[src/o1ds_pkg.sv]
// ---------------------------------------------------------------------------
// o1ds_pkg
// Types and constants shared by the optimal 1-D segmentation block.
// ---------------------------------------------------------------------------
package o1ds_pkg;

    localparam int DEF_MAX_SAMPLES = 32;
    localparam int DEF_FRAC_BITS   = 8;
    localparam int SAMPLE_W        = 16;
    localparam int SEG_START_W     = 6;
    localparam int SEG_COUNT_W     = 7;
    localparam int SHORT_LIMIT     = 3;
    localparam int DIV_RADIX       = 4;

    typedef enum logic [4:0] {
        S_LOAD,
        S_SHORT,
        S_D_CLR,
        S_D_RD,
        S_D_SQ,
        S_D_ADD,
        S_D_MUL,
        S_D_LD,
        S_D_DIV,
        S_D_WR,
        S_P_RD,
        S_P_CMP,
        S_P_WR,
        S_C_RD,
        S_C_CMP,
        S_B_INIT,
        S_B_RD,
        S_B_STEP,
        S_EMIT
    } t_state;

    typedef struct packed {
        logic smp_wr;
        logic smp_rd;
        logic acc_clr;
        logic acc_sq;
        logic acc_add;
        logic mul;
        logic div_ld;
        logic d_wr;
        logic dp_rd;
        logic dp_cmp;
        logic dp_first;
        logic dp_wr;
        logic cnt_rd;
        logic cnt_cmp;
        logic short_set;
        logic bt_init;
        logic bt_rd;
        logic bt_step;
    } t_cmd;

    typedef struct packed {
        logic div_busy;
        logic count_one;
    } t_sts;

endpackage

[src/o1ds_ctrl.sv]
// ---------------------------------------------------------------------------
// o1ds_ctrl
// Sequencer: loading, cost pass, dynamic program, count choice,
// backtracking and result delivery.
// ---------------------------------------------------------------------------
module o1ds_ctrl
    import o1ds_pkg::*;
#(
    parameter int MAX_SAMPLES = DEF_MAX_SAMPLES,
    localparam int IW = $clog2(MAX_SAMPLES + 1)
) (
    input  logic          i_clk,
    input  logic          i_rst_n,
    input  logic          i_in_valid,
    input  logic          i_last_sample,
    input  logic          i_out_stall,
    input  t_sts          i_sts,
    input  logic [IW-1:0] i_count,
    output logic          o_in_stall,
    output logic          o_out_valid,
    output logic          o_truncated,
    output logic          o_last_result,
    output t_cmd          o_cmd,
    output logic [IW-1:0] o_n,
    output logic [IW-1:0] o_i,
    output logic [IW-1:0] o_j,
    output logic [IW-1:0] o_l,
    output logic [IW-1:0] o_k,
    output logic [IW-1:0] o_c
);

    t_state        r_state, n_state;
    logic [IW-1:0] r_n, n_n;
    logic          r_ovf, n_ovf;
    logic [IW-1:0] r_i, n_i;
    logic [IW-1:0] r_j, n_j;
    logic [IW-1:0] r_l, n_l;
    logic [IW-1:0] r_k, n_k;
    logic [IW-1:0] r_c, n_c;
    logic          w_room;
    logic [IW-1:0] w_n_new;

    assign w_room  = (r_n < IW'(MAX_SAMPLES));
    assign w_n_new = w_room ? r_n + IW'(1) : r_n;

    always_ff @(posedge i_clk) begin
        if (!i_rst_n) begin
            r_state <= S_LOAD;
            r_n     <= '0;
            r_ovf   <= 1'b0;
            r_i     <= '0;
            r_j     <= '0;
            r_l     <= '0;
            r_k     <= '0;
            r_c     <= '0;
        end else begin
            r_state <= n_state;
            r_n     <= n_n;
            r_ovf   <= n_ovf;
            r_i     <= n_i;
            r_j     <= n_j;
            r_l     <= n_l;
            r_k     <= n_k;
            r_c     <= n_c;
        end
    end

    always_comb begin
        n_state     = r_state;
        n_n         = r_n;
        n_ovf       = r_ovf;
        n_i         = r_i;
        n_j         = r_j;
        n_l         = r_l;
        n_k         = r_k;
        n_c         = r_c;
        o_cmd       = '0;
        o_in_stall  = 1'b1;
        o_out_valid = 1'b0;
        case (r_state)
            S_LOAD: begin
                o_in_stall = 1'b0;
                if (i_in_valid) begin
                    if (w_room) begin
                        o_cmd.smp_wr = 1'b1;
                    end else begin
                        n_ovf = 1'b1;
                    end
                    n_n = w_n_new;
                    if (i_last_sample) begin
                        n_i = '0;
                        n_j = '0;
                        n_state = (w_n_new <= IW'(SHORT_LIMIT)) ? S_SHORT : S_D_CLR;
                    end
                end
            end
            S_SHORT: begin
                o_cmd.short_set = 1'b1;
                n_state = S_B_INIT;
            end
            S_D_CLR: begin
                o_cmd.acc_clr = 1'b1;
                n_state = S_D_RD;
            end
            S_D_RD: begin
                o_cmd.smp_rd = 1'b1;
                n_state = S_D_SQ;
            end
            S_D_SQ: begin
                o_cmd.acc_sq = 1'b1;
                n_state = S_D_ADD;
            end
            S_D_ADD: begin
                o_cmd.acc_add = 1'b1;
                n_state = S_D_MUL;
            end
            S_D_MUL: begin
                o_cmd.mul = 1'b1;
                n_state = S_D_LD;
            end
            S_D_LD: begin
                o_cmd.div_ld = 1'b1;
                n_state = S_D_DIV;
            end
            S_D_DIV: begin
                if (!i_sts.div_busy) begin
                    n_state = S_D_WR;
                end
            end
            S_D_WR: begin
                o_cmd.d_wr = 1'b1;
                if (r_j + IW'(1) < r_n) begin
                    n_j = r_j + IW'(1);
                    n_state = S_D_RD;
                end else if (r_i + IW'(1) < r_n) begin
                    n_i = r_i + IW'(1);
                    n_j = r_i + IW'(1);
                    n_state = S_D_CLR;
                end else begin
                    n_l = IW'(3);
                    n_k = IW'(2);
                    n_i = IW'(2);
                    n_state = S_P_RD;
                end
            end
            S_P_RD: begin
                o_cmd.dp_rd = 1'b1;
                n_state = S_P_CMP;
            end
            S_P_CMP: begin
                o_cmd.dp_cmp   = 1'b1;
                o_cmd.dp_first = (r_i == r_k);
                if (r_i == r_l) begin
                    n_state = S_P_WR;
                end else begin
                    n_i = r_i + IW'(1);
                    n_state = S_P_RD;
                end
            end
            S_P_WR: begin
                o_cmd.dp_wr = 1'b1;
                if (r_k != r_l) begin
                    n_k = r_k + IW'(1);
                    n_i = r_k + IW'(1);
                    n_state = S_P_RD;
                end else if (r_l != r_n) begin
                    n_l = r_l + IW'(1);
                    n_k = IW'(2);
                    n_i = IW'(2);
                    n_state = S_P_RD;
                end else begin
                    n_c = IW'(2);
                    n_state = S_C_RD;
                end
            end
            S_C_RD: begin
                o_cmd.cnt_rd = 1'b1;
                n_state = S_C_CMP;
            end
            S_C_CMP: begin
                o_cmd.cnt_cmp = 1'b1;
                // The last drop considered is the one into n-1 segments.
                if (r_c + IW'(1) == r_n) begin
                    n_state = S_B_INIT;
                end else begin
                    n_c = r_c + IW'(1);
                    n_state = S_C_RD;
                end
            end
            S_B_INIT: begin
                o_cmd.bt_init = 1'b1;
                if (i_sts.count_one) begin
                    n_c = '0;
                    n_state = S_EMIT;
                end else begin
                    n_c = i_count;
                    n_state = S_B_RD;
                end
            end
            S_B_RD: begin
                o_cmd.bt_rd = 1'b1;
                n_state = S_B_STEP;
            end
            S_B_STEP: begin
                o_cmd.bt_step = 1'b1;
                if (r_c == IW'(2)) begin
                    n_c = '0;
                    n_state = S_EMIT;
                end else begin
                    n_c = r_c - IW'(1);
                    n_state = S_B_RD;
                end
            end
            S_EMIT: begin
                o_out_valid = 1'b1;
                if (!i_out_stall) begin
                    if (r_c + IW'(1) == i_count) begin
                        n_n   = '0;
                        n_ovf = 1'b0;
                        n_state = S_LOAD;
                    end else begin
                        n_c = r_c + IW'(1);
                    end
                end
            end
            default: begin
                n_state = S_LOAD;
            end
        endcase
    end

    assign o_truncated   = r_ovf;
    assign o_last_result = (r_c + IW'(1) == i_count);
    assign o_n = r_n;
    assign o_i = r_i;
    assign o_j = r_j;
    assign o_l = r_l;
    assign o_k = r_k;
    assign o_c = r_c;

endmodule

[config.mk]
export PLATFORM = sky130hd
export DESIGN_NAME = o1ds_ctrl
export DESIGN_NICKNAME = d
export VERILOG_FILES = /design/src/o1ds_pkg.sv /design/src/o1ds_ctrl.sv
export SDC_FILE = /design/constraint.sdc
export NUM_CORES = 1
export LEC_CHECK = 0
export ABC_AREA = 1
export BUFFER_PORTS_ARGS = -buffer_cell sky130_fd_sc_hd__buf_2
export CAP_MARGIN = 10
export CELL_PAD_IN_SITES_DETAIL_PLACEMENT = 0
export CELL_PAD_IN_SITES_GLOBAL_PLACEMENT = 1
export CORE_AREA = 2 2 133 83
export DETAILED_ROUTE_END_ITERATION = 8
export DIE_AREA = 0 0 135 85
export PLACE_DENSITY_LB_ADDON = 0.1
export SETUP_SLACK_MARGIN = 0.2
export SYNTH_ARGS = -nofsm -noshare
export SYNTH_HDL_FRONTEND = slang
export SYNTH_SLANG_ARGS = --single-unit
[constraint.sdc]
create_clock -name i_clk -period 6.9 [get_ports i_clk]
set_clock_uncertainty 0.2 [all_clocks]
set_input_delay 1.035 -clock i_clk [delete_from_list [all_inputs] [get_ports i_clk]]
set_output_delay 1.035 -clock i_clk [all_outputs]
set_load 0.02 [all_outputs]
# Word level (Yosys, flattened, before mapping)
# Cells that the tools add are included.
dict set report totals {
  mem_bits_ro 0
  word_cells 147
  latchBits 0
  reg_bits 42
  output_inout_bits 58
  ramBits 0
  memories 0
  input_bits 13
}
dict set report classes {
  muxes 73
  div_mod_pow 0
  reduce_logical 14
  n_shift 0
  mul 0
  addsub 7
  n_bitwise 0
  eq_ne 41
  magnitude_cmp 4
}
# cell count
set ops {}
lappend ops {{$mux W6} 26}
lappend ops {{$pmux W5 S19} 1}
lappend ops {{$pmux W6 S2} 4}
lappend ops {{$eq A5 B4 Y1 const B} 8}
lappend ops {{$add A6 B1 Y6 const B} 6}
lappend ops {{$mux W5} 6}
lappend ops {{$pmux W6 S5} 1}
lappend ops {{$ne A2 B2 Y1 const B} 14}
lappend ops {{$eq A6 B6 Y1} 4}
lappend ops {{$mux W1} 24}
lappend ops {{$pmux W6 S4} 1}
lappend ops {{$eq A5 B3 Y1 const B} 4}
lappend ops {{$eq A5 B5 Y1 const B} 3}
lappend ops {{$reduce_and A5 Y1} 3}
lappend ops {{$lt A6 B6 Y1} 2}
lappend ops {{$ne A6 B6 Y1} 2}
lappend ops {{$reduce_and A4 Y1} 3}
lappend ops {{$reduce_and A6 Y1} 2}
lappend ops {{$eq A5 B2 Y1 const B} 2}
lappend ops {{$mux W2} 5}
lappend ops {{$mux W4} 2}
lappend ops {{$eq A6 B2 Y1 const B} 1}
lappend ops {{$le A6 B2 Y1 const B} 1}
lappend ops {{$lt A6 B6 Y1 const B} 1}
lappend ops {{9 further kinds} 13}

# Depth between registers and ports, before layout
dict set report logic_depth {
  depth_word 7
  mapped_depth 17
  ltp_nobuf 16
}

# Least setup slack after synthesis
# OpenSTA, ideal clock, no wires.
dict set report synth_timing {
  kind {register -> output}
  start {register r_c[0] (netlist: o_c[0])}
  end {output o_last_result}
  arrival_time_ns 1.831
  slack_ns 3.834
  required_time_ns 5.665
  path_stages_with_launch 11
  path_cell_list {dfxtp_1 -> buf_2 -> inv_1 -> ha_1 -> xnor2_1 -> nand2_1 -> nor2_1 -> nand2_1 -> nor2_2 -> nand2_1 -> inv_1}
}
dict set report synth_via {
  elab_chain_cells 2
}
# element line_no
set synth_rtl {}
lappend synth_rtl {{start, declared} o1ds_ctrl.sv:39} ;# logic [IW-1:0] r_c, n_c;
lappend synth_rtl {{start signal, assigned} o1ds_ctrl.sv:64} ;# r_c <= n_c;
lappend synth_rtl {{$add A6 B1 Y6} o1ds_ctrl.sv:233} ;# assign o_last_result = (r_c + IW'(1) == i_count);
lappend synth_rtl {{$eq A6 B6 Y1} o1ds_ctrl.sv:233}
lappend synth_rtl {{end, declared} o1ds_ctrl.sv:22} ;# output logic o_last_result,
# Every way passes these cells.

# Worst setup path after layout
# Same ends and word-level chain as after synthesis.

==> summary.txt <==
CRITICAL PATH
--------------------------------------------------------------------------------------
Critical path's top delay family                                            flip-flops
Req. time, crit path                                                           5.66 ns
Path length in cells of the critical path                                           10
Crit path kind                                                                 reg2out
Critical-path top delay cell                                              sky130_fd_sc_hd__dfxtp_1
Type of element launching the critical path                                   register
Largest incremental delay on the critical path                                 0.54 ns
Sort of element at the end of the critical path                           primary output
Path depth of the worst reg2reg path                                                14
Critical register-to-register path startpoint                                   o_i[0]
Worst Path Arrival                                                             2.35 ns
Critical path startpoint                                                        o_c[0]
Worst Path Buf+Inv                                                                   3
Critical Path End                                                         o_last_result
Most frequent CP cell                                                     sky130_fd_sc_hd__nand2_1
Setup slack on the worst flop-to-flop path                                     3.70 ns
Crit path max fanout                                                                 9
Cell Chain, Critical Path                                                 inv_1 -> ha_1 -> xnor2_1 -> nand2_1 -> nor2_1 -> nand2_1 -> nor2_2 -> nand2_1 -> inv_1 -> buf_2
Capture point of the worst reg-to-reg path                                      o_j[4]

CELLS AND AREA
--------------------------------------------------------------------------------------
Antenna cell count                                                                   0
Area added between synthesis and finish                                         14.61%
Number of nets in the layout                                                       732
Commonest cells after routing, fill and taps aside                        sky130_fd_sc_hd__nand2_1, sky130_fd_sc_hd__buf_2, sky130_fd_sc_hd__inv_1, sky130_fd_sc_hd__nor2_1, sky130_fd_sc_hd__nand3_1
Most common library cell in the layout ignoring fill and taps             sky130_fd_sc_hd__nand2_1
Share of final-layout standard cells stronger than drive strength 1             19.80%
Fill cell total of the finished layout                                            1148

CLOCK TREE
--------------------------------------------------------------------------------------
Worst skew pair latency                                                        0.29 ns
Clock slew at the register clock pins of the worst setup and hold paths        0.07 ns
Post-CTS Hold Fix Bufs                                                               0
Total of cells resized after clock tree synthesis                                    0
Buffers inserted by post-CTS timing repair                                           0
Cell chosen for the clock root                                            sky130_fd_sc_hd__clkbuf_16
Max clock buf depth                                                                  2
H-tree depth reported by CTS                                                         2
Clock tree from TritonCTS                                                        built
CTS buffer count                                                                     5
Number of clock sinks seen by CTS                                                   42

STA
--------------------------------------------------------------------------------------
Clock period minus worst slack                                                3.585 ns
Worst slew margin relative to its limit                                         32.10%
Slew at the pin with the worst max-slew slack                                 1.017 ns
Peak clock frequency supported by timing                                     279.0 MHz
Final setup violation count                                                          0
Hold Fails Final Rpt                                                                 0
Count of pins over their slew limit                                                  0
Period utilization                                                              51.95%
Unrepaired setup endpoints after global routing                                  false
Aggregate negative setup slack                                                    0 ns

PLACE
--------------------------------------------------------------------------------------
HPWL after DPL                                                                10790 um
Input/output buffers                                                                70
Final weighted congestion in routability-driven placement                       0.9410

FLOORPLAN
--------------------------------------------------------------------------------------
Vertical die dimension                                                           85 um
Cell Rows                                                                           29
Core Area                                                                  0.01030 mm2
Floorplan die area                                                         0.01148 mm2
Initial Util                                                                    38.90%
Die Span X                                                                      135 um
I/O pin total                                                                       71

FLOW RUN
--------------------------------------------------------------------------------------
Number of max-cap violations                                                         0

DETAILED ROUTING
--------------------------------------------------------------------------------------
Number of routed nets with antenna violations                                        0
DR WL/cell                                                                    16.25 um
Detailed Route WL                                                             13670 um
Total via count in the routed design                                              4428
Via-per-instance ratio                                                           5.265
Number of detailed-routing iterations run before antenna repair                      5
DRC Markers                                                                          0
Initial DRC count                                                                  392

YOSYS
--------------------------------------------------------------------------------------
Post-synthesis cell count                                                          641
Post-synth net total                                                               672
Number of warnings reported in the yosys synthesis log                               0
Total of flip-flops plus latches after synthesis                                    42
Average size of a mapped cell                                                6.254 um2
Most area-hungry cell type in the Yosys netlist                           sky130_fd_sc_hd__dfxtp_1
Unique masters post-synth                                                           43
Top cells by area in the synthesized netlist                              sky130_fd_sc_hd__dfxtp_1, sky130_fd_sc_hd__nand2_1, sky130_fd_sc_hd__nand3_1
Fraction of the yosys area taken by sequential cells                            20.97%
Fraction of post-synthesis cell area in the top cell type by area               20.97%
Area of the mapped netlist                                                0.004009 mm2

PWR
--------------------------------------------------------------------------------------
Pwr Density                                                               305.6 mW/mm2
Total leakage power                                                           2.391 nW
Final total power                                                             1.404 mW
Worst vdd ir                                                                 0.1896 mV

GRT
--------------------------------------------------------------------------------------
Total global-route track usage                                                  24.59%
Number of global-route vias before repair                                         3958
Global route overflow                                                                0
Maximum number of pins on one net before global-route repair                        25
Number of antenna violations at the first check in global routing                    0
Global-route wire length before repair                                        21910 um

RUN STATUS
--------------------------------------------------------------------------------------
Run status                                                                   completed

WORST HOLD PATH
--------------------------------------------------------------------------------------
Hold crit path type                                                            reg2reg

==> layer usage <==
metal / GRT usage, % / up-vias / part of all wire (%)
met1: 41.24 / 2058 / 55
met2: 31.01 / 162 / 37
met4: 4.545 / 0 / 0.89
met5: 0 / - / 0
met3: 4.958 / 10 / 7.9
li1: - / 2198 / -
==> sequential cells by signal, summed over array words and instances (netlist names) <==
| signal | count |
|---|---|
| o_c | 6 |
| o_i | 6 |
| o_j | 6 |
| o_k | 6 |
| o_l | 6 |
| o_n | 6 |
| o_truncated | 1 |
| r_state | 5 |
==> power breakdown <==
part	internal [mW]	switching [mW]	total (mW)	leakage (nW)
clock	0.144	0.104	0.248	0.0739
sequential	0.285	0.0840	0.369	0.341
combinational	0.262	0.526	0.788	1.98
==> area by class of cell <==
class / count / area (um2) / area share [%]
well taps: 139 / 173.9 / 3.785
inverters: 76 / 295.3 / 6.427
clock buffers: 7 / 142.6 / 3.105
multi-input cells: 506 / 2786 / 60.65
flip-flops and latches: 42 / 840.8 / 18.30
clock inverters: 1 / 5.005 / 0.1089
repair buffers: 70 / 350.3 / 7.625
==> metrics by stage <==
| step | std cells | hold WS (ns) | setup WS, ns | utilization (%) | area, um2 |
|---|---|---|---|---|---|
| finish | 841 | 0.2561 | 3.315 | 44.58 | 4594 |
| detailed placement | 833 | 0.2520 | 3.603 | 43.15 | 4447 |
| global route | 841 | 0.2780 | 3.127 | 44.58 | 4594 |
| global placement | 833 | 0.2511 | 3.649 | 43.15 | 4447 |
| CTS | 841 | 0.2619 | 3.338 | 44.58 | 4594 |
| floorplan | 641 | 0.3357 | 3.834 | - | 4009 |
==> cell families (layout without fill, tap and decap cells) <==
family                     Yosys count  after routing  share of synthesized area, %
AOI/OAI and AO/OA                   76             76                         10.42
xor gates and xnor gates            28             28                         6.117
adders and majority gates           18             18                         5.618
buffers and inverters               93            154                         9.519
DFF                                 42             42                         20.97
and+or+nand+nor                    384            384                         47.35
==> cells in the mapped netlist (all sizes together) <==
cell type / instances
nor3b: 1
a21o: 2
nand3b: 2
xnor2: 4
dfxtp: 42
nand2: 210
o221ai: 1
clkinv: 1
or2: 1
xor2: 24
nor2: 77
a31oi: 2
o211ai: 2
clkbuf: 9
nor3: 13
ha: 18
buf: 8
a21oi: 42
a31o: 1
o31ai: 1
o21ai: 19
a211oi: 1
nor4: 1
inv: 75
nand4: 18
o21a: 2
nand3: 61
o22ai: 3
==> worst min-delay path, cell delays in order, from the launching register on <==
cell                      delay (ns)
sky130_fd_sc_hd__dfxtp_1        0.31
sky130_fd_sc_hd__nand2_1        0.06
sky130_fd_sc_hd__a21oi_1        0.05
==> worst min path at each step <==
stage           startpoint           to  slack, ns  depth (start not counted)
3_5_place_dp   o_truncated  o_truncated       0.25                          2
6_report       o_truncated  o_truncated       0.26                          2
5_1_grt        o_truncated  o_truncated       0.28                          2
4_1_cts        o_truncated  o_truncated       0.26                          2
2_1_floorplan  o_truncated  o_truncated       0.34                          2
3_3_place_gp   o_truncated  o_truncated       0.25                          2
(Power assumes the default switching activity.)
